`config.mk`:
```
export PLATFORM = sky130hd
export DESIGN_NAME = brsc_front
export DESIGN_NICKNAME = d
export VERILOG_FILES = /design/src/rtl/brsc_pkg.sv /design/src/rtl/brsc_front.sv
export SDC_FILE = /design/constraint.sdc
export NUM_CORES = 2
export LEC_CHECK = 0
export ABC_AREA = 1
export BUFFER_PORTS_ARGS = -buffer_cell sky130_fd_sc_hd__buf_2
export CORE_MARGIN = 2
export CORE_UTILIZATION = 45
export CTS_CLUSTER_DIAMETER = 200
export DETAILED_ROUTE_END_ITERATION = 6
export PLACE_DENSITY = 0.67
export SLEW_MARGIN = 20
export SYNTH_ARGS = -nofsm -noshare
export SYNTH_HDL_FRONTEND = slang
export SYNTH_SLANG_ARGS = --single-unit
```
`constraint.sdc`:
```
create_clock -name clk -period 2.1 [get_ports clk]
set_input_delay 0.21 -clock clk [delete_from_list [all_inputs] [get_ports clk]]
set_output_delay 0.21 -clock clk [all_outputs]
set_load 0.02 [all_outputs]
```
`src/rtl/brsc_pkg.sv`:
```
// Package for the buffer record span calculator.
// Holds widths, register indexes, status codes and the divider lane types.
// No dependencies.
package brsc_pkg;

    localparam int IDX_W    = 49;   // record index field width
    localparam int F24_W    = 24;   // byte position and length fields
    localparam int LPOS_W   = 25;   // signed last record position
    localparam int DIV_W    = 50;   // dividend width, one divider cell per bit
    localparam int REM_W    = 24;   // remainder and divisor width
    localparam int N_LANE   = 4;    // divisions carried side by side
    localparam int WIDE_W   = 57;   // wide index before saturation
    localparam int CFG_W    = 24;   // configuration write data width
    localparam int OFFSET_BITS_DEF = 49;

    // Divider lanes
    localparam int LANE_FIRST = 0;  // byte location / record size
    localparam int LANE_LAST  = 1;  // end byte location / record size
    localparam int LANE_PER   = 2;  // buffer size / record size
    localparam int LANE_BLK   = 3;  // block number / blocks per buffer

    // Configuration register indexes
    localparam logic [2:0] REG_RECORD_SIZE = 3'd0;
    localparam logic [2:0] REG_BLOCK_SIZE  = 3'd1;
    localparam logic [2:0] REG_BUFFER_SIZE = 3'd2;
    localparam logic [2:0] REG_BLOCKS_PER  = 3'd3;
    localparam logic [2:0] REG_ALIGN_MODE  = 3'd4;

    // Status codes
    localparam logic [1:0] ST_OK    = 2'd0;
    localparam logic [1:0] ST_SHORT = 2'd1;
    localparam logic [1:0] ST_SAT   = 2'd2;

    // One division in flight: dividend bits shift out on the left while
    // quotient bits shift in on the right.
    typedef struct packed {
        logic [DIV_W-1:0] dq;
        logic [REM_W-1:0] rem;
    } lane_t;

    typedef lane_t [N_LANE-1:0] lanes_t;

    // What one divider cell hands to the next
    typedef struct packed {
        logic   valid;
        lanes_t lane;
    } cell_t;

endpackage

```
`src/rtl/brsc_front.sv`:
```
// Front end: byte location of the buffer start and of its last byte.
// Depends on brsc_pkg.
module brsc_front
    import brsc_pkg::*;
(
    input  logic              clk,
    input  logic              rst_n,
    input  logic              en,
    input  logic              in_valid,
    input  logic [31:0]       block_number,
    input  logic [16:0]       block_size,
    input  logic [REM_W-1:0]  buffer_size,
    output cell_t             out
);

    logic              v1_reg;
    logic [48:0]       prod_reg;
    logic [31:0]       loc1_reg;
    logic              v2_reg;
    logic [DIV_W-1:0]  byteloc_reg;
    logic [DIV_W-1:0]  endloc_reg;
    logic [31:0]       loc2_reg;
    logic [DIV_W-1:0]  endloc_next;

    // Valid bits of both stages
    always_ff @(posedge clk or negedge rst_n)
    begin
        if (!rst_n)
        begin
            v1_reg <= 1'b0;
            v2_reg <= 1'b0;
        end
        else if (en)
        begin
            v1_reg <= in_valid;
            v2_reg <= v1_reg;
        end
    end

    assign endloc_next = DIV_W'(prod_reg) + DIV_W'(buffer_size) - DIV_W'(1);

    // Multiply first, then form the end location
    always_ff @(posedge clk)
    begin
        if (en)
        begin
            prod_reg    <= 49'(block_number) * 49'(block_size);
            loc1_reg    <= block_number;
            byteloc_reg <= DIV_W'(prod_reg);
            endloc_reg  <= endloc_next;
            loc2_reg    <= loc1_reg;
        end
    end

    // Load the four divider lanes
    always_comb
    begin
        out.valid                = v2_reg;
        out.lane[LANE_FIRST].dq  = byteloc_reg;
        out.lane[LANE_FIRST].rem = '0;
        out.lane[LANE_LAST].dq   = endloc_reg;
        out.lane[LANE_LAST].rem  = '0;
        out.lane[LANE_PER].dq    = DIV_W'(buffer_size);
        out.lane[LANE_PER].rem   = '0;
        out.lane[LANE_BLK].dq    = DIV_W'(loc2_reg);
        out.lane[LANE_BLK].rem   = '0;
    end

endmodule

```
### Yosys cells after proc, flatten, opt, wreduce, memory -nomap -nowiden

Cells that the tools add are included.

| storage, ports and cells | value |
|---|---|
| flip-flop bits (word level) | 214 |

| cells by class | value |
|---|---|
| add/sub/neg operators | 2 |
| multipliers | 1 |

Operators with widths:

| operator | number |
|---|---|
| 49-bit by 24-bit adder with 50-bit output | 1 |
| 50-bit by 1-bit subtractor with 50-bit output, second input constant | 1 |
| 32-bit by 17-bit multiplier with 49-bit output | 1 |

### Logic depth before layout (Yosys ltp)

| logic depth | value |
|---|---|
| depth in word-level cells | 2 |
| mapped depth | 29 |
| mapped depth without buffers | 27 |

### Least setup slack after synthesis

Ideal clock, no wire load.

| timing | value |
|---|---|
| path type | in2reg |
| from | in block_number[30] |
| to | reg prod_reg[43] (data pin) |
| setup time | 252 ps |
| data arrival time | 5,131 ps |
| required time | 1,848 ps |
| setup slack | -3,283 ps |
| cell stages on the path | 25 |
| buffers on the path | 2 |
| cells stage by stage | clkbuf_1 clkbuf_1 nand2_1 fa_1 inv_1 fa_1 inv_1 fa_1 inv_1 fa_1 fa_1 inv_1 fa_1 inv_1 ha_1 nand2_1 inv_1 nand2_1 inv_1 a21oi_1 nor2_1 nor2_1 nand2_1 nand2_1 nand2_1 |

| on the way | value |
|---|---|
| longest elaborated chain between the ends | 1 |

RTL lines:

| what | line | source |
|---|---|---|
| from (decl) | brsc_front.sv:10 | `input logic [31:0] block_number,` |
| 32-bit by 17-bit multiplier with 49-bit output | brsc_front.sv:47 | `prod_reg <= 49'(block_number) * 49'(block_size);` |
| to (signal assigned) | brsc_front.sv:47 |  |
| to (decl) | brsc_front.sv:17 | `logic [48:0] prod_reg;` |

No other way between the ends.
A chain may end at the register's enable or synchronous reset.

### Worst setup path after layout

| timing | value |
|---|---|
| from | in block_size[2] |
| to | reg prod_reg[42] (data pin) |

| on the way | value |
|---|---|
| longest elaborated chain between the ends | 1 |

RTL lines:

| what | line | source |
|---|---|---|
| from (decl) | brsc_front.sv:11 | `input logic [16:0] block_size,` |
| 32-bit by 17-bit multiplier with 49-bit output | brsc_front.sv:47 |  |

No other way between the ends.

==> flow_metrics.tcl <==
set metrics [dict create \
    clk_latency_ps 600 \
    cts_buffers 28 \
    fmax_ghz 0.210 \
    timing.rr.end "endloc_reg[33]" \
    maxSlewViolCount 0 \
    yosysWarnings 0 \
    cts_tree "done" \
    portBuffers 232 \
    crit_path_end_kind "flop" \
    path_common_cell "fa_1" \
    finalWorstSetupSlack_ps -2650 \
    die_h_um 269 \
    drive_gt1_frac 0.373 \
    nets 5531 \
    path_class "input pin to flop" \
    ant_nets 0 \
    finalSetupTns_ps -111490 \
    cts_sinks 214 \
    synth_seq_cells 214 \
    min_from "block_number[17]" \
    period_minus_slack_ps 4750 \
    failed_checks "DRC, setup timing" \
    rsz0062_at_grt "true" \
    fill_cells 5761 \
    r2r-start "prod_reg[21]" \
    num_rows 97 \
    first_global_vias 28000 \
    cts-root-buf "clkbuf_16" \
    status "finished with violations" \
    crit_start "block_size[2]" \
    synthesis.area_sq_mm 0.0317 \
    grt_usage 0.256 \
    drt-pass1-iter-count 7 \
    clk_pin_slew_ps 60 \
    num_vias 27200 \
    syn_to_final_growth_pct 38.0 \
    multiInputGateArea_sq_mm 0.0237 \
    rrSetupSlack_ps -310 \
    hold_violations 0 \
    crit_chain "buf_12 -> buf_12 -> buf_4 -> nand2_1 -> fa_1 -> fa_2 -> fa_1 -> inv_1 -> fa_1 -> fa_1 -> inv_1 -> fa_1 -> inv_2 -> ha_4 -> nand2_4 -> nor2_4 -> nand2_2 -> nor2_1 -> nand2_1 -> nand3_4 -> nand2_2 -> nand3_1 -> nand2_1" \
    setup_viol 86 \
    finClkSkew_ps 37.3 \
    grt_max_degree 63 \
    cp.depth 23 \
    seqCellArea_sq_mm 0.00642 \
    design.die.area_sq_mm 0.0726 \
    most-common-layout-cells "inv_1, nand2_1, fa_1, buf_4, nand2_2" \
    die_x_um 269 \
    antenna_found_initial 0 \
    initial_core_util 0.454 \
    finalCritPeriodShare 2.26 \
    place_congestion 0.975 \
    synthCells 4158 \
    cp.required_ps 2440 \
    gr-total-overflow 0 \
    cp.arrival_ps 5090 \
    cp_max_fo 6 \
    viasPerCell 4.71 \
    largest_register_ffs 50 \
    route.detailed.wl_per_inst_um 16.6 \
    drc 2 \
    core_area_sq_mm 0.0699 \
    reg2reg_depth 13 \
    wl_mm 96.1 \
    endpoint "prod_reg[42]" \
    crit_path_max_incr_delay_ps 550 \
    crit_family "adder cells" \
    ys_types 34 \
    clock_path_buffers 3 \
    cap_viol_max_count 0 \
    synth_seq_area_share 0.202 \
    syn_avg_cell_area_sq_um 7.63 \
    h-tree-depth 1 \
    cp-start-kind "input pin" \
    hold_class "input pin to flop" \
    mostFrequentLayoutCell "inv_1" \
    drtIter0Drc 1648 \
    dp_hpwl_mm 71.1 \
    cpMaxStageDelayCell "fa_1" \
    pin_count 374 \
    worstPathBufferInverterCount 6 \
    antennaDiodeCount 0 \
    grt_pass1_wl_mm 148 \
]
==> worst min-delay path by stage <==
stage                   end  slack [ps]  cells past startpoint
6_report       loc1_reg[17]          20                      2
5_1_grt        loc1_reg[17]           6                      2
4_1_cts        loc1_reg[24]          30                      2
3_5_place_dp         v1_reg           2                      1
3_3_place_gp         v1_reg          -1                      1
2_1_floorplan        v1_reg         -90                      0
==> metrics by stage <==
stage / std cells / util / setup WS, ps / instance area (sq um) / hold WS, ps
floorplan: 4298 / - / -2800 / 33800 / -85.6
detailed placement: 5580 / 0.528 / -3570 / 36900 / 1.57
global route: 5771 / 0.626 / -2810 / 43800 / 5.85
global placement: 5580 / 0.528 / -3540 / 36900 / -1.07
finish: 5771 / 0.626 / -2650 / 43800 / 20.8
CTS: 5709 / 0.595 / -2520 / 41600 / 27.2
==> kinds of logic (layout without fill, tap and decap cells) <==
group,after synthesis,in the layout,share of synthesized area
and+or+nand+nor,1627,1627,0.207
buffers and inverters,1544,2077,0.202
adders and majority gates,645,645,0.361
DFF,214,214,0.202
AOI/OAI and AO/OA,74,74,0.0128
xor gates and xnor gates,53,53,0.0146
other,1,141,0.000118
==> Yosys cell counts, drive strengths merged <==
master	instances	area (sq um)
o21ai	2	10.0
ha	195	2440
buf	166	1250
and2	3	22.5
nor4	4	25.0
nand2	1328	5030
nand3	88	515
nor3	10	60.1
nor2	176	771
or2	1	6.26
a21o	1	7.51
a31oi	4	25.0
o21bai	10	75.1
edfxtp	212	6370
clkbuf	115	432
xor2	45	394
a21oi	57	289
dfrtp	2	50.1
conb	1	3.75
nand4	15	93.8
xnor2	8	70.1
inv	1263	4740
fa	450	9010
nand3b	2	18.8
==> timing repair <==
item,in CTS,in global routing
pin swaps,300,325
buffers inserted,42,62
endpoints found under the hold margin,36,1
gates cloned,15,5
hold buffers,20,1
endpoints found under the setup margin,87,87
gates resized for setup,767,475
==> area by class of cell <==
cell class	count	area share
Timing Repair Buffer	762	0.152
Clock inverter	23	0.00672
Tap cell	940	0.0269
Clock buffer	29	0.0161
Multi-Input combinational cell	2540	0.542
Inverter	1263	0.109
Sequential cell	214	0.147
==> metal layers <==
layer  vias to the layer above  share of wire  track usage
li1                      12800              -            -
met1                     13200           0.39        0.317
met2                       945           0.50        0.455
met3                       249          0.061       0.0353
met4                         0          0.046       0.0953
met5                         -              0            0
Power is not shown: default switching activity piles up to over one toggle a cycle in this logic, so the estimate is an artifact.
