## src/rtl/brsc_pkg.sv

```systemverilog
// Package for the buffer record span calculator.
// Holds widths, register indexes, status codes and the divider lane types.
// No dependencies.
package brsc_pkg;

    localparam int IDX_W    = 49;   // record index field width
    localparam int F24_W    = 24;   // byte position and length fields
    localparam int LPOS_W   = 25;   // signed last record position
    localparam int DIV_W    = 50;   // dividend width, one divider cell per bit
    localparam int REM_W    = 24;   // remainder and divisor width
    localparam int N_LANE   = 4;    // divisions carried side by side
    localparam int WIDE_W   = 57;   // wide index before saturation
    localparam int CFG_W    = 24;   // configuration write data width
    localparam int OFFSET_BITS_DEF = 49;

    // Divider lanes
    localparam int LANE_FIRST = 0;  // byte location / record size
    localparam int LANE_LAST  = 1;  // end byte location / record size
    localparam int LANE_PER   = 2;  // buffer size / record size
    localparam int LANE_BLK   = 3;  // block number / blocks per buffer

    // Configuration register indexes
    localparam logic [2:0] REG_RECORD_SIZE = 3'd0;
    localparam logic [2:0] REG_BLOCK_SIZE  = 3'd1;
    localparam logic [2:0] REG_BUFFER_SIZE = 3'd2;
    localparam logic [2:0] REG_BLOCKS_PER  = 3'd3;
    localparam logic [2:0] REG_ALIGN_MODE  = 3'd4;

    // Status codes
    localparam logic [1:0] ST_OK    = 2'd0;
    localparam logic [1:0] ST_SHORT = 2'd1;
    localparam logic [1:0] ST_SAT   = 2'd2;

    // One division in flight: dividend bits shift out on the left while
    // quotient bits shift in on the right.
    typedef struct packed {
        logic [DIV_W-1:0] dq;
        logic [REM_W-1:0] rem;
    } lane_t;

    typedef lane_t [N_LANE-1:0] lanes_t;

    // What one divider cell hands to the next
    typedef struct packed {
        logic   valid;
        lanes_t lane;
    } cell_t;

endpackage

```

## src/rtl/brsc_div_cell.sv

```systemverilog
// One restoring divider cell: one quotient bit for each lane per item.
// Depends on brsc_pkg.
module brsc_div_cell
    import brsc_pkg::*;
(
    input  logic                          clk,
    input  logic                          rst_n,
    input  logic                          en,
    input  logic [N_LANE-1:0][REM_W-1:0]  divisor,
    input  cell_t                         in,
    output cell_t                         out
);

    logic   valid_reg;
    lanes_t lane_reg;
    lanes_t lane_next;

    // Shift in the next dividend bit and subtract when it fits
    always_comb
    begin
        logic [REM_W:0]   trial;
        logic [REM_W+1:0] diff;
        logic             ge;
        for (int i = 0; i < N_LANE; i++)
        begin
            trial = {in.lane[i].rem, in.lane[i].dq[DIV_W-1]};
            diff  = {1'b0, trial} - {2'b00, divisor[i]};
            ge    = !diff[REM_W+1];
            lane_next[i].rem = ge ? diff[REM_W-1:0] : trial[REM_W-1:0];
            lane_next[i].dq  = {in.lane[i].dq[DIV_W-2:0], ge};
        end
    end

    always_ff @(posedge clk or negedge rst_n)
    begin
        if (!rst_n)
            valid_reg <= 1'b0;
        else if (en)
            valid_reg <= in.valid;
    end

    always_ff @(posedge clk)
    begin
        if (en)
            lane_reg <= lane_next;
    end

    assign out.valid = valid_reg;
    assign out.lane  = lane_reg;

endmodule

```

## config.mk

```make
export PLATFORM = sky130hd
export DESIGN_NAME = brsc_div_cell
export DESIGN_NICKNAME = d
export VERILOG_FILES = /design/src/rtl/brsc_pkg.sv /design/src/rtl/brsc_div_cell.sv
export SDC_FILE = /design/constraint.sdc
export NUM_CORES = 1
export LEC_CHECK = 0
export ABC_AREA = 1
export BUFFER_PORTS_ARGS = -buffer_cell sky130_fd_sc_hd__buf_4
export CORE_AREA = 2 2 271 273
export CTS_CLUSTER_SIZE = 16
export DETAILED_ROUTE_END_ITERATION = 7
export DIE_AREA = 0 0 273 275
export GPL_TIMING_DRIVEN = 1
export SLEW_MARGIN = 40
export SYNTH_ARGS = -nofsm -noshare
export SYNTH_HDL_FRONTEND = slang
export SYNTH_SLANG_ARGS = --single-unit
export TNS_END_PERCENT = 20
```

## constraint.sdc

```tcl
create_clock -name clk -period 1.7 [get_ports clk]
set_input_delay 0.17 -clock clk [delete_from_list [all_inputs] [get_ports clk]]
set_output_delay 0.17 -clock clk [all_outputs]
set_load 0.05 [all_outputs]
```

* After elaboration in Yosys (flattened, before gate mapping) *
Cells that the tools add are included.

storage, ports and cells
  flip-flop bits (word level) = 297
  input bits = 396
  output and inout port bits = 297

operators by class
  multiplexer cells = 4
  reduce and logical (&&, ||, !) cells = 4
  add/sub/neg operators = 4

operators by type and width
  kind                                            number
  25-bit by 24-bit subtractor with 26-bit output  4
  24-bit two-way mux                              4
  1-bit logical NOT                               4

* Longest topological paths before layout *
  word-level depth = 2
  mapped depth = 13
  gate-level depth less buffers = 13

* Least setup slack after synthesis *
OpenSTA, ideal clock, no wires.

  path type = input -> register
  from = input port divisor[50] (netlist bit)
  to = register lane_reg (netlist bit out[159]), data pin
  buffers on the path = 0
  arrival time = 1.475 ns
  library setup time = 0.253 ns
  slack = -0.028 ns
  stages on the path = 10
  cell sequence = inv_1 > ha_1 > or2_2 > nand3_1 > nand2_1 > nand2_1 > nand2_1 > or2_2 > nand3_1 > nand2_1

RTL lines
  element                 RTL line             text
  start: declaration      brsc_div_cell.sv:9   input logic [N_LANE-1:0][REM_W-1:0] divisor,
  end signal: assignment  brsc_div_cell.sv:45  lane_reg <= lane_next;
  end: declaration        brsc_div_cell.sv:15  lanes_t lane_reg;

==> impl_table.tex <==
\begin{tabular}{lr}
\hline
Metric & Value \\
\hline
\multicolumn{2}{l}{\textbf{Setup path}} \\
\quad Maximum single-stage delay on the critical path & approximately 0.32 ns \\
\quad Slowest library cell on the worst path & sky130\_fd\_sc\_hd\_\_ha\_1 \\
\quad WP data required & 2.00 ns \\
\quad Largest driver fanout on the critical path & 10 \\
\quad Crit-path cells & buf\_4 -> inv\_1 -> ha\_1 -> a21oi\_1 -> o21ai\_0 -> a21oi\_1 -> buf\_4 -> nand3\_4 -> buf\_4 -> nand3\_1 -> nand2\_1 \\
\quad Reg2Reg Launch Point & valid\_reg \\
\quad Worst Reg2Reg Path Length in Cells & 1 \\
\quad WS Path Type & in2reg \\
\quad Arrival @ worst endpoint & 1.84 ns \\
\quad Most prevalent standard cell on the critical path & sky130\_fd\_sc\_hd\_\_buf\_4 \\
\quad RR Endpoint & valid\_reg \\
\quad Critical path buffers and inverters & 4 \\
\quad Worst-case register-to-register setup slack & 0.95 ns \\
\quad Delay-heaviest family, CP & compound AO/OA/AOI/OAI gates \\
\quad Worst Setup End Kind & register \\
\quad Startpoint Class & input pin \\
\quad Setup crit start & divisor[70] \\
\multicolumn{2}{l}{\textbf{Place}} \\
\quad Worst slack after detailed placement & -0.360 ns \\
\quad Final HPWL DP & 61700 um \\
\quad PortBufs & 692 \\
\quad Global placer's final weighted congestion & 0.911 \\
\quad Placed standard-cell area & roughly 27000 um\^{}2 \\
\multicolumn{2}{l}{\textbf{Detailed routing}} \\
\quad Routed Antenna Nets & 0 \\
\quad Total number of vias & roughly 19000 \\
\quad Vias per cell & approximately 4.2 \\
\quad Starting DRC count in detailed routing & 1250 \\
\quad Number of DRC violations after detailed routing & 0 \\
\quad Post-detailed-routing wire length & 76300 um \\
\quad Total iterations of the first detailed-routing run & 5 \\
\quad Wire per inst & 17.1 um \\
\multicolumn{2}{l}{\textbf{Yosys}} \\
\quad Post-synthesis cell count & 2153 \\
\quad Ranking of synthesized cells by area & sky130\_fd\_sc\_hd\_\_edfxtp\_1, sky130\_fd\_sc\_hd\_\_nand2\_1, sky130\_fd\_sc\_hd\_\_inv\_1, sky130\_fd\_sc\_hd\_\_ha\_1, sky130\_fd\_sc\_hd\_\_nand3\_1 \\
\quad Top cell type by total area after synthesis & sky130\_fd\_sc\_hd\_\_edfxtp\_1 \\
\quad Main synth FF type & sky130\_fd\_sc\_hd\_\_edfxtp\_1 \\
\quad Fraction of the mapped netlist area in simple logic gates & 0.288 \\
\quad Share of synthesized flip-flops with an asynchronous set or reset & 0.00337 \\
\quad Count of synthesis-stage warnings from yosys & 0 \\
\quad Synth cell types & 33 \\
\quad Mean cell area of the mapped netlist & between 8 and 9 um\^{}2 \\
\quad Adder-cell area share of the yosys netlist & 0.0716 \\
\quad Post-synthesis compound-gate area fraction & 0.0162 \\
\quad Synthesized area & 17900 um\^{}2 \\
\quad XOR/XNOR share of the synthesized area & 0.0206 \\
\quad Multiplexer share of the synthesized area & 0.000629 \\
\quad Number of synthesized flops with an enable pin & 296 \\
\quad Sequential element share of the synthesized area & 0.498 \\
\quad Area fraction of the dominant cell type after synthesis & 0.497 \\
\quad Mapped Nets & about 2600 \\
\quad Combinational family with the most area after synthesis & simple AND/OR/NAND/NOR gates \\
\quad Post-synthesis sequential element count & 297 \\
\multicolumn{2}{l}{\textbf{Timing}} \\
\quad Clock Skews & 0 ns \\
\quad Worst Setup Slack, final & 0.159 ns \\
\quad Highest attainable clock frequency & 649 MHz \\
\quad Unrepaired setup endpoints after global routing & false \\
\quad Worst-case hold slack & 0.0494 ns \\
\quad Transition time of the tightest slew-check pin & 0.440 ns \\
\quad Final number of hold-violating endpoints & 0 \\
\quad Final slew viol count & 0 \\
\quad Final count of negative-setup-slack endpoints & 0 \\
\quad Final period util & 0.906 \\
\quad Slew Limit Headroom & 0.707 \\
\quad Shortest clock period the worst path allows after layout & 1.54 ns \\
\quad Final sum of negative setup slack & 0 ns \\
\multicolumn{2}{l}{\textbf{Global routing}} \\
\quad Maximum number of pins on one net before global-route repair & between 70 and 80 \\
\quad Global-route congestion overflow total & 0 \\
\quad Vias in the first global route & about 19000 \\
\quad Number of antenna violations at the first check in global routing & 7 \\
\quad Total global-route track usage & 0.194 \\
\quad Wire length of the first global-routing pass & 110000 um \\
\multicolumn{2}{l}{\textbf{Layout}} \\
\quad Nets@finish & 3982 \\
\quad P\&R area growth vs syn & 72.7\% \\
\quad Final design instance area without fill & $\sim$31000 um\^{}2 \\
\quad Flip-flop count of the largest register, all copies and words added & 296 \\
\quad Layout cell share with drive strength beyond 1 & 0.329 \\
\quad Footprint of the flip-flops and latches & between 8000 and 9000 um\^{}2 \\
\quad Fill cell total of the finished layout & 7105 \\
\quad Area of combinational cells with multiple inputs & 7110 um\^{}2 \\
\multicolumn{2}{l}{\textbf{Worst hold path}} \\
\quad Worst hold path type & in2reg \\
\quad Number of cells traversed by the worst hold path & 4 \\
\quad Startpoint of the tightest hold check path & in[75] \\
\quad Terminating pin of the worst hold path & out[76] \\
\multicolumn{2}{l}{\textbf{Floorplan}} \\
\quad Boundary Pins & approximately 690 \\
\quad Die width & 273 um \\
\quad Number of cell rows & just under 100 \\
\quad Effective utilization at floorplan & 0.247 \\
\quad Die outline area & approximately 75000 um\^{}2 \\
\quad Core region area & 72300 um\^{}2 \\
\quad Height of the die & 275 um \\
\multicolumn{2}{l}{\textbf{Clock tree}} \\
\quad CTS Root Buffer Type & sky130\_fd\_sc\_hd\_\_clkbuf\_16 \\
\quad Number of buffers created by CTS & 37 \\
\quad Sinks on the clock net & about 300 \\
\quad Clock H-tree levels & 2 \\
\quad Clock Latency Late Sink & 0.55 ns \\
\quad TritonCTS clock tree & done \\
\quad Maximum buffer depth of the clock tree & 3 \\
\quad Post-CTS clock slew at the launch and capture registers of the worst setup and hold paths & around 0.06 ns \\
\multicolumn{2}{l}{\textbf{Run status}} \\
\quad Run status & finished clean \\
\multicolumn{2}{l}{\textbf{Pwr}} \\
\quad Total power density per cell area & 881 nW/um\^{}2 \\
\quad Maximum vdd ir drop & 0.646 mV \\
\quad Leakage component of the power & 15.9 nW \\
\multicolumn{2}{l}{\textbf{Flow run}} \\
\quad Max-cap violations & 0 \\
\hline
\end{tabular}
final cells by class:
cell class,count,area share
Timing Repair Buffer,1319,0.349
Sequential cell,297,0.288
Multi-Input combinational cell,1390,0.230
Inverter,441,0.0536
Tap cell,959,0.0388
Clock buffer,40,0.0303
Clock inverter,26,0.00939
Antenna cell,3,0.000243
worst max path at each step:
stage	end	slack, ns	depth (start not counted)
4_1_cts	out[200]	0.15	1
3_3_place_gp	out[85]	-0.35	14
5_1_grt	out[241]	0.05	13
3_5_place_dp	out[85]	-0.36	14
2_1_floorplan	out[233]	-0.03	10
6_report	out[163]	0.16	11
tightest hold or removal path, delay by kind of cell:
kind,cells,cell delay (ns)
buffers and inverters,2,0.18
and+or+nand+nor,2,0.13
cells in the final DEF, fill, tap and decap left out, types with 2 or more instances in the layout:
master                          netlist  layout
sky130_fd_sc_hd__ha_1                96      95
sky130_fd_sc_hd__nor2_4               4       4
sky130_fd_sc_hd__o21ai_0             12      12
sky130_fd_sc_hd__nand3_1            206     206
sky130_fd_sc_hd__buf_12               0      14
sky130_fd_sc_hd__clkinv_2             0       5
sky130_fd_sc_hd__dlygate4sd3_1        0     284
sky130_fd_sc_hd__nor3_1               6       6
sky130_fd_sc_hd__a21oi_1             44      44
sky130_fd_sc_hd__edfxtp_1           296     296
sky130_fd_sc_hd__inv_2                2       2
sky130_fd_sc_hd__bufinv_16            0       5
sky130_fd_sc_hd__nand2_2             14      14
sky130_fd_sc_hd__nor3_2               4       4
sky130_fd_sc_hd__clkbuf_1             0       3
sky130_fd_sc_hd__nand3b_1            16      16
sky130_fd_sc_hd__inv_1              437     437
sky130_fd_sc_hd__nand4_1             22      22
sky130_fd_sc_hd__xnor2_1              4       4
sky130_fd_sc_hd__and2_4               4       4
sky130_fd_sc_hd__diode_2              0       3
sky130_fd_sc_hd__clkinv_4             0       2
sky130_fd_sc_hd__clkbuf_16            0      37
sky130_fd_sc_hd__nor2_2              11      11
sky130_fd_sc_hd__nand2_4              4       4
sky130_fd_sc_hd__nand3_2              8       8
sky130_fd_sc_hd__xor2_1              38      38
sky130_fd_sc_hd__nand2_1            771     771
sky130_fd_sc_hd__clkinv_1             2       8
sky130_fd_sc_hd__clkinvlp_4           0       5
sky130_fd_sc_hd__inv_6                0       2
sky130_fd_sc_hd__nor2_1             106     106
sky130_fd_sc_hd__nand3_4              4       4
sky130_fd_sc_hd__and2_1               4       4
sky130_fd_sc_hd__buf_4                1    1020
sky130_fd_sc_hd__fa_1                 4       4
sky130_fd_sc_hd__or2_2                6       6
per-layer routing:
layer	GRT usage	vias up	wire length, um
met5	0	-	54
met4	0.0564	8	1940
met3	0.0449	109	5540
met2	0.330	568	36600
met1	0.244	8666	32200
li1	-	9467	-
cells by family after synthesis:
| kind of cell | after synthesis |
|---|---|
| simple gates | 1190 |
| buf+inv | 466 |
| flops | 297 |
| fa+ha+maj | 100 |
| compound gates | 57 |
| xor+xnor | 42 |
| mux | 1 |
timing repair:
| action | 4_1_cts | 5_1_grt |
|---|---|---|
| hold endpoints to repair | 287 | 0 |
| setup buffers | 0 | 0 |
| resized for setup | 0 | 0 |
| hold buffers | 284 | 0 |
synthesized netlist by cell type, drive strengths merged, types with 4 or more instances:
cell and count:
nand3 218, edfxtp 296, xnor2 4, buf 25
nor3 10, ha 96, a21oi 45, fa 4
or2 6, and2 8, xor2 38, inv 439
nor2 121, o21ai 12, nand2 789, nand3b 16
nand4 22
stage by stage:
stage               cells  total power (W)   util
finish               4475           0.0272  0.427
global route         4475           0.0284  0.427
global placement     4122           0.0185  0.371
floorplan            2153           0.0144      -
detailed placement   4122           0.0185  0.371
CTS                  4472           0.0275  0.427
report_power, final:
group | internal [W] | switching, W
clock network | 0.00479 | 0.00342
logic | 0.00381 | 0.00593
registers | 0.00899 | 0.000279
total | 0.0176 | 0.00963
No activity file was read; power rests on OpenSTA's default activity.
