[config.mk]
export PLATFORM = sky130hd
export DESIGN_NAME = brsc_back
export DESIGN_NICKNAME = d
export VERILOG_FILES = /design/src/rtl/brsc_pkg.sv /design/src/rtl/brsc_back.sv
export SDC_FILE = /design/constraint.sdc
export NUM_CORES = 2
export LEC_CHECK = 0
export BUFFER_PORTS_ARGS = -buffer_cell sky130_fd_sc_hd__buf_2
export CAP_MARGIN = 30
export CORE_MARGIN = 2
export CORE_UTILIZATION = 35
export DETAILED_ROUTE_END_ITERATION = 6
export PLACE_DENSITY = 0.49
export SETUP_SLACK_MARGIN = 0.15
export SLEW_MARGIN = 20
export SYNTH_ARGS = -nofsm -noshare
export SYNTH_HDL_FRONTEND = slang
export SYNTH_SLANG_ARGS = --single-unit
[constraint.sdc]
create_clock -name clk -period 4.8 [get_ports clk]
set_input_delay 0.48 -clock clk [delete_from_list [all_inputs] [get_ports clk]]
set_output_delay 0.48 -clock clk [all_outputs]
set_load 0.005 [all_outputs]
[src/rtl/brsc_pkg.sv]
// Package for the buffer record span calculator.
// Holds widths, register indexes, status codes and the divider lane types.
// No dependencies.
package brsc_pkg;

    localparam int IDX_W    = 49;   // record index field width
    localparam int F24_W    = 24;   // byte position and length fields
    localparam int LPOS_W   = 25;   // signed last record position
    localparam int DIV_W    = 50;   // dividend width, one divider cell per bit
    localparam int REM_W    = 24;   // remainder and divisor width
    localparam int N_LANE   = 4;    // divisions carried side by side
    localparam int WIDE_W   = 57;   // wide index before saturation
    localparam int CFG_W    = 24;   // configuration write data width
    localparam int OFFSET_BITS_DEF = 49;

    // Divider lanes
    localparam int LANE_FIRST = 0;  // byte location / record size
    localparam int LANE_LAST  = 1;  // end byte location / record size
    localparam int LANE_PER   = 2;  // buffer size / record size
    localparam int LANE_BLK   = 3;  // block number / blocks per buffer

    // Configuration register indexes
    localparam logic [2:0] REG_RECORD_SIZE = 3'd0;
    localparam logic [2:0] REG_BLOCK_SIZE  = 3'd1;
    localparam logic [2:0] REG_BUFFER_SIZE = 3'd2;
    localparam logic [2:0] REG_BLOCKS_PER  = 3'd3;
    localparam logic [2:0] REG_ALIGN_MODE  = 3'd4;

    // Status codes
    localparam logic [1:0] ST_OK    = 2'd0;
    localparam logic [1:0] ST_SHORT = 2'd1;
    localparam logic [1:0] ST_SAT   = 2'd2;

    // One division in flight: dividend bits shift out on the left while
    // quotient bits shift in on the right.
    typedef struct packed {
        logic [DIV_W-1:0] dq;
        logic [REM_W-1:0] rem;
    } lane_t;

    typedef lane_t [N_LANE-1:0] lanes_t;

    // What one divider cell hands to the next
    typedef struct packed {
        logic   valid;
        lanes_t lane;
    } cell_t;

endpackage

[src/rtl/brsc_back.sv]
// Back end: derives the record span from quotients and remainders,
// saturates indexes and holds the output register. Depends on brsc_pkg.
module brsc_back
    import brsc_pkg::*;
#(
    parameter int OFFSET_BITS = OFFSET_BITS_DEF
)
(
    input  logic               clk,
    input  logic               rst_n,
    input  logic               en,
    input  cell_t              in,
    input  logic [REM_W-1:0]   record_size,
    input  logic [REM_W-1:0]   buffer_size,
    input  logic               align_mode,
    output logic               out_valid,
    output logic [IDX_W-1:0]   first_record,
    output logic [IDX_W-1:0]   last_record,
    output logic [IDX_W-1:0]   first_full_record,
    output logic [IDX_W-1:0]   last_full_record,
    output logic [F24_W-1:0]   first_record_pos,
    output logic [F24_W-1:0]   boundary_offset,
    output logic [F24_W-1:0]   last_record_len,
    output logic [LPOS_W-1:0]  last_record_pos,
    output logic [1:0]         status
);

    localparam int LimBits = (OFFSET_BITS < IDX_W) ? OFFSET_BITS : IDX_W;
    localparam logic [WIDE_W-1:0] Limit = (WIDE_W'(1) << LimBits) - WIDE_W'(1);

    // Stage one registers
    logic               v1_reg;
    logic [WIDE_W-1:0]  nfirst_reg, nlast_reg, nffull_reg, nlfull_reg;
    logic [F24_W-1:0]   fpos_reg, boff_reg, llen_reg;
    logic [LPOS_W-1:0]  nlpos_reg;
    logic [F24_W-1:0]   per_reg;
    logic [55:0]        afirst_reg;
    logic [47:0]        alpos_reg;

    // Stage one logic
    logic [REM_W-1:0]   ra, rb;
    logic [DIV_W-1:0]   qa, qb;
    logic [F24_W-1:0]   llen_n, per_n;
    logic [WIDE_W-1:0]  lfull_n;

    always_comb
    begin
        qa     = in.lane[LANE_FIRST].dq;
        ra     = in.lane[LANE_FIRST].rem;
        qb     = in.lane[LANE_LAST].dq;
        rb     = in.lane[LANE_LAST].rem;
        llen_n = rb + F24_W'(1);
        per_n  = in.lane[LANE_PER].dq[F24_W-1:0];
        // Last complete record: one below the last record unless it ends
        // exactly at the buffer end, never below zero.
        if (llen_n == record_size)
            lfull_n = WIDE_W'(qb);
        else if (qb == '0)
            lfull_n = '0;
        else
            lfull_n = WIDE_W'(qb) - WIDE_W'(1);
    end

    always_ff @(posedge clk)
    begin
        if (en)
        begin
            nfirst_reg <= WIDE_W'(qa);
            nlast_reg  <= WIDE_W'(qb);
            nffull_reg <= WIDE_W'(qa) + WIDE_W'(ra != '0);
            nlfull_reg <= lfull_n;
            fpos_reg   <= ra;
            boff_reg   <= (ra != '0) ? (record_size - ra) : '0;
            llen_reg   <= llen_n;
            nlpos_reg  <= LPOS_W'(buffer_size) - LPOS_W'(llen_n);
            per_reg    <= per_n;
            afirst_reg <= 56'(in.lane[LANE_BLK].dq[31:0]) * 56'(per_n);
            alpos_reg  <= 48'(per_n - F24_W'(1)) * 48'(record_size);
        end
    end

    // Stage two: mode select and saturation
    logic [WIDE_W-1:0] f_w, l_w, ff_w, lf_w;
    logic              hit;
    logic              short_buf;

    always_comb
    begin
        short_buf = align_mode && (per_reg == '0);
        if (align_mode)
        begin
            f_w  = WIDE_W'(afirst_reg);
            l_w  = WIDE_W'(afirst_reg) + WIDE_W'(per_reg) - WIDE_W'(1);
            ff_w = f_w;
            lf_w = l_w;
        end
        else
        begin
            f_w  = nfirst_reg;
            l_w  = nlast_reg;
            ff_w = nffull_reg;
            lf_w = nlfull_reg;
        end
        hit = (f_w > Limit) || (l_w > Limit) || (ff_w > Limit) || (lf_w > Limit);
    end

    always_ff @(posedge clk or negedge rst_n)
    begin
        if (!rst_n)
        begin
            v1_reg    <= 1'b0;
            out_valid <= 1'b0;
        end
        else if (en)
        begin
            v1_reg    <= in.valid;
            out_valid <= v1_reg;
        end
    end

    // Output register
    always_ff @(posedge clk)
    begin
        if (en)
        begin
            if (short_buf)
            begin
                first_record      <= '0;
                last_record       <= '0;
                first_full_record <= '0;
                last_full_record  <= '0;
                first_record_pos  <= '0;
                boundary_offset   <= '0;
                last_record_len   <= '0;
                last_record_pos   <= '0;
                status            <= ST_SHORT;
            end
            else
            begin
                first_record      <= IDX_W'((f_w  > Limit) ? Limit : f_w);
                last_record       <= IDX_W'((l_w  > Limit) ? Limit : l_w);
                first_full_record <= IDX_W'((ff_w > Limit) ? Limit : ff_w);
                last_full_record  <= IDX_W'((lf_w > Limit) ? Limit : lf_w);
                first_record_pos  <= align_mode ? '0 : fpos_reg;
                boundary_offset   <= align_mode ? '0 : boff_reg;
                last_record_len   <= align_mode ? record_size : llen_reg;
                last_record_pos   <= align_mode ? alpos_reg[LPOS_W-1:0] : nlpos_reg;
                status            <= hit ? ST_SAT : ST_OK;
            end
        end
    end

endmodule

Word-level counts from Yosys, hierarchy flattened --
Cells that the tools add are included.
Storage, ports and cells: bits in registers 707, output and inout port bits 296
Operators by class: multipliers 2, add/subtract/negate cells 8, reduce and logical (&&, ||, !) cells 9, muxes and demuxes 13, order comparisons 4, equal/unequal tests 1
Operators with widths (number):
- 2-to-1 mux 49 bit | 4
- greater-than comparator 57 x 49 -> 1 bit, second input constant | 3
- 2-to-1 mux 57 bit | 3
- 2-to-1 mux 50 bit | 2
- adder 56 x 24 -> 57 bit | 1
- subtractor 57 x 1 -> 57 bit, second input constant | 1
- greater-than comparator 56 x 49 -> 1 bit, second input constant | 1
- multiplier 32 x 24 -> 56 bit | 1
- 2-to-1 mux 56 bit | 1
- adder 50 x 1 -> 51 bit | 1
- subtractor 50 x 1 -> 51 bit, second input constant | 1
- logical NOT 50 bit | 1
- multiplier 25 x 25 -> 25 bit | 1
- 2-to-1 mux 25 bit | 1
- subtractor 24 x 1 -> 25 bit, second input constant | 1
- subtractor 24 x 24 -> 25 bit | 1
- adder 24 x 1 -> 24 bit, second input constant | 1
- == test 24 bit | 1
- logical NOT 24 bit | 1
- 2-to-1 mux 24 bit | 1
- nonzero test 24 bit | 1
- subtractor 24 bit | 1
- OR reduction 2 bit | 2
- logical OR 1 bit | 3
- other kinds (2) | 2

Logic depth before layout (Yosys ltp) --
depth in word-level cells 8, gate-level depth with buffers 31, mapped depth without buffers 29

Worst setup path after synthesis --
No wires, ideal clock.
path kind input to register, start in in[177] (netlist name), end reg alpos_reg[24] (data pin), library setup time 0.260 ns, buffers on the path 2, required time 4.540 ns, data arrival time 7.530 ns, setup slack -2.989 ns, stages 29, path through clkbuf_1 nor4_1 nand2_1 or3_1 xnor2_1 clkbuf_1 nand2_1 fa_1 inv_1 fa_1 inv_1 fa_1 inv_1 fa_1 fa_1 inv_1 fa_1 fa_1 xor2_1 xnor2_1 xnor2_1 xnor2_1 xnor2_1 xnor3_1 xnor2_1 xnor2_1 xnor2_1 xnor2_1 xnor2_1
Between the ends: word-level cells in the longest chain between the ends 2
Ends and longest elaborated chain:
- start, declared | RTL line brsc_back.sv:12 | input cell_t in,
- subtractor 24 x 1 -> 25 bit | RTL line brsc_back.sv:78 | alpos_reg <= 48'(per_n - F24_W'(1)) * 48'(record_size);
- multiplier 25 x 25 -> 25 bit | RTL line brsc_back.sv:78
- end signal, assigned | RTL line brsc_back.sv:78
- end, declared | RTL line brsc_back.sv:38 | logic [47:0] alpos_reg;
No other way between the ends. A chain may end at the register's enable or synchronous reset.

Worst setup path after layout --
start in in[187] (netlist name), end reg alpos_reg[24] (data pin)
The elaborated chain is that of the path after synthesis.

==> results.md <==
Clocking:
- The maximum root-to-sink buffer count is 3.
- Clock-pin slew was measured on the worst setup and hold paths at 60 ps.
- In this run the clock root is driven by a clkbuf_16.
- The TritonCTS clock tree is done.
- The H-tree was split into 3 levels.
- The CTS buffer count is a little over 70.
- The clock drives 701 sinks.
- The later pin in the worst-skew pair is clocked with a latency of between 600 and 700 ps.

Drt:
- The total number of vias is 51,900.
- For this run, design rule violations remaining after detail routing come to 0.
- For this run, the detailed router's first-pass iteration total came to 5.
- In the final routed layout, each cell accounts on average for 22.2 um.
- The ratio of routed vias to standard cells is 4.91.
- The initial DRC count is about 3,600.
- The detail route stage leaves a number of antenna-violating nets equal to 0.
- The final layout contains routed wiring with a total length of 235 mm.

Critical path:
- The classification of the worst setup path is primary input to flip-flop.
- The biggest fanout along the worst timing path is 2.
- The kind of launch point of the worst setup path is a primary input.
- The worst register-to-register path ends at last_record[21].
- The worst register-to-register path has a depth of 17.
- The critical path data arrival time is between 7000 and 8000 ps.
- The most critical setup path has its startpoint at in[187].
- The worst register-to-register path begins at afirst_reg[10].
- The worst endpoint required time is roughly 5200 ps.
- The critical path capture point type is a flip-flop.
- The largest single stage delay on the critical path is 550 ps.
- The reg2reg setup slack is 300 ps.
- Among all stages on the critical path, the largest delay is contributed by or4_4.
- The most repeated library cell on the critical path is xnor2_1.

Timing:
- At the pin with the least slew margin, the transition time is around 1100 ps.
- The final hold violation count is 0.
- The portion of the clock cycle consumed by the worst path in the final layout is 1.52.
- Setup repair after global routing could not meet its margin everywhere.
- The setup TNS is -93,830 ps.
- Setup violations remaining at the end of the flow were counted as between 60 and 70.
- In this run the tightest slew margin relative to its limit is 0.291.
- The number of max-slew violations in the final report came to 0.
- The final clock skew is 44.7 ps.
- The final worst slack is -2490 ps.
- Timing would allow up to 137 MHz.
- The smallest hold slack is 67.4 ps.
- The final critical delay including setup and external delays is 7290 ps.

Hold path:
- The type of the worst min-delay path is primary input to flip-flop.
- Along the worst hold path, the cell count comes to 1.
- The worst hold path begins at in[146].
- The worst hold path terminates at nlast_reg[48].

Logic synthesis:
- In the synthesized netlist the async set-or-reset flop fraction comes to 0.00285.
- The Yosys step of the flow raised 0 warnings.
- The mean area per synthesized cell is 10.1 um^2.
- Synthesis handed over a netlist of 6,840 instances.
- Synthesis inferred about 700 register bits.
- The number of library cell types mapped by synthesis is 88.
- When the netlist entered floorplanning its net count stood at approximately 8,500.
- For this run, the register share of the synthesized area comes to 0.304.
- The most common flop cell mapped by yosys is edfxtp_1.
- The number of synthesized flops with an enable pin is 699.
- The post-synthesis instance area is 69,100 um^2.

Cells and area:
- The layout overhead on the synthesized area is 23.2%.
- The most common cell after layout, fill and taps aside is inv_1.
- The register with the most flip-flops in the layout has 56 of them.
- After routing the design area is 85,200 um^2.
- The library cells used most frequently in the layout, excluding fill and tap cells, are 1,170 x inv_1, 860 x fa_1, 758 x nand2_1, 699 x edfxtp_1, 529 x buf_2.
- The final net count is 9,505.
- Of the cells placed in the final design, the portion with a size suffix greater than 1 is 0.214.

Floorplan:
- After floorplanning, the core was sized to cover approximately 200,000 um^2.
- The number of rows created at floorplan is 163.
- The height of the die is 448 um.
- For this configuration, the core starts out at a cell density of 0.351.
- The floorplan step defined a die boundary enclosing about 200,000 um^2.
- For this design the top-level I/O count stands at between 600 and 700.
- The die is approximately 450 um wide.

Job:
- The number of max-capacitance violations reported is 0.

Placed design:
- Summed over all nets, the half-perimeter wirelength after detailed placement is 187 mm.
- At the end of routability-driven placement, the weighted congestion stood at between 0.8 and 0.9.
- The count of input and output buffers is between 500 and 600.
- The instance area after placement is 79,400 um^2.

Global route:
- The first global-routing pass estimated 346 mm of wire.
- After global routing the overflow that remains totals 0.
- The via count of the first global-routing pass is 53,900.
- In the global route stage, overall resource usage came out at 0.230.
- The largest net degree at the start of global routing is 158.
- The initial antenna violation count came to 33.

Status:
- The checks that failed: setup timing.
- The run finished, with violations left.
-- repair_timing --
item                                    CTS  global route
endpoints found under the hold margin    93             0
endpoints found under the setup margin  142           151
gates cloned                              0             8
pin swaps                                82           145
gates resized for setup                 135           307
hold buffers                             92             0
setup buffers                            21            40
-- cells by family (layout without fill, tap and decap cells) --
family,count (synthesis),in the layout,share of synthesized area
and+or+nand+nor,2098,2098,0.152
DFF,701,701,0.304
xor gates and xnor gates,312,312,0.0424
muxes,70,70,0.0104
AOI/OAI and AO/OA,809,809,0.0733
other,1,11,0.0000543
buffers and inverters,1551,2626,0.0850
adders and majority gates,1298,1298,0.332
-- synth_stat cells, types with 99 or more instances --
library cell	count	area [um^2]
inv_1	1213	4550
fa_1	894	17900
nand2_1	777	2920
edfxtp_1	699	21000
and2_1	505	3160
ha_1	404	5050
clkbuf_1	301	1130
nor2_1	240	901
a21oi_1	222	1110
xnor2_1	199	1740
o21ai_0	178	891
nand2b_1	138	863
a31oi_1	122	763
xor2_1	99	867
-- final cells by class --
type	count	area, um^2
repair buffers	1280	9760
diodes	10	25.0
multi-input cells	4588	44100
clock inverters	49	502
inverters	1215	4570
fillers	19000	112000
clock buffers	82	1840
well taps	2640	3300
flip-flops and latches	701	21000
-- metal layers --
| layer | vias to the layer above | wire (um) | track usage | share of wire |
|---|---|---|---|---|
| met2 | 1308 | 111000 | 0.376 | 0.47 |
| met5 | - | 114 | 0 | 0.00049 |
| met3 | 250 | 11700 | 0.0259 | 0.050 |
| li1 | 23900 | - | - | - |
| met1 | 26400 | 106000 | 0.321 | 0.45 |
| met4 | 18 | 6390 | 0.0628 | 0.027 |
-- worst max-delay path: cells and delay by family --
kind / cells / cell delay (ps)
buffers and inverters: 7 / 630
adder cells (fa/ha/maj): 7 / 3240
XOR/XNOR: 12 / 2020
AND/OR/NAND/NOR: 5 / 1330
-- through the flow --
stage | cells | utilization | setup WS (ps)
2_1_floorplan | 6840 | - | -2660
3_3_place_gp | 10300 | 0.403 | -3520
3_5_place_dp | 10300 | 0.403 | -3430
4_1_cts | 10500 | 0.424 | -2500
5_1_grt | 10600 | 0.433 | -2730
6_report | 10600 | 0.433 | -2490
-- worst max-delay path by stage --
stage	to	slack [ps]	cells past startpoint
2_1_floorplan	alpos_reg[24]	-2660	29
3_3_place_gp	alpos_reg[24]	-3520	31
3_5_place_dp	alpos_reg[24]	-3430	31
4_1_cts	alpos_reg[24]	-2500	31
5_1_grt	alpos_reg[24]	-2730	31
6_report	alpos_reg[24]	-2490	31
Power is not shown: default switching activity piles up to over one toggle a cycle in this logic, so the estimate is an artifact.
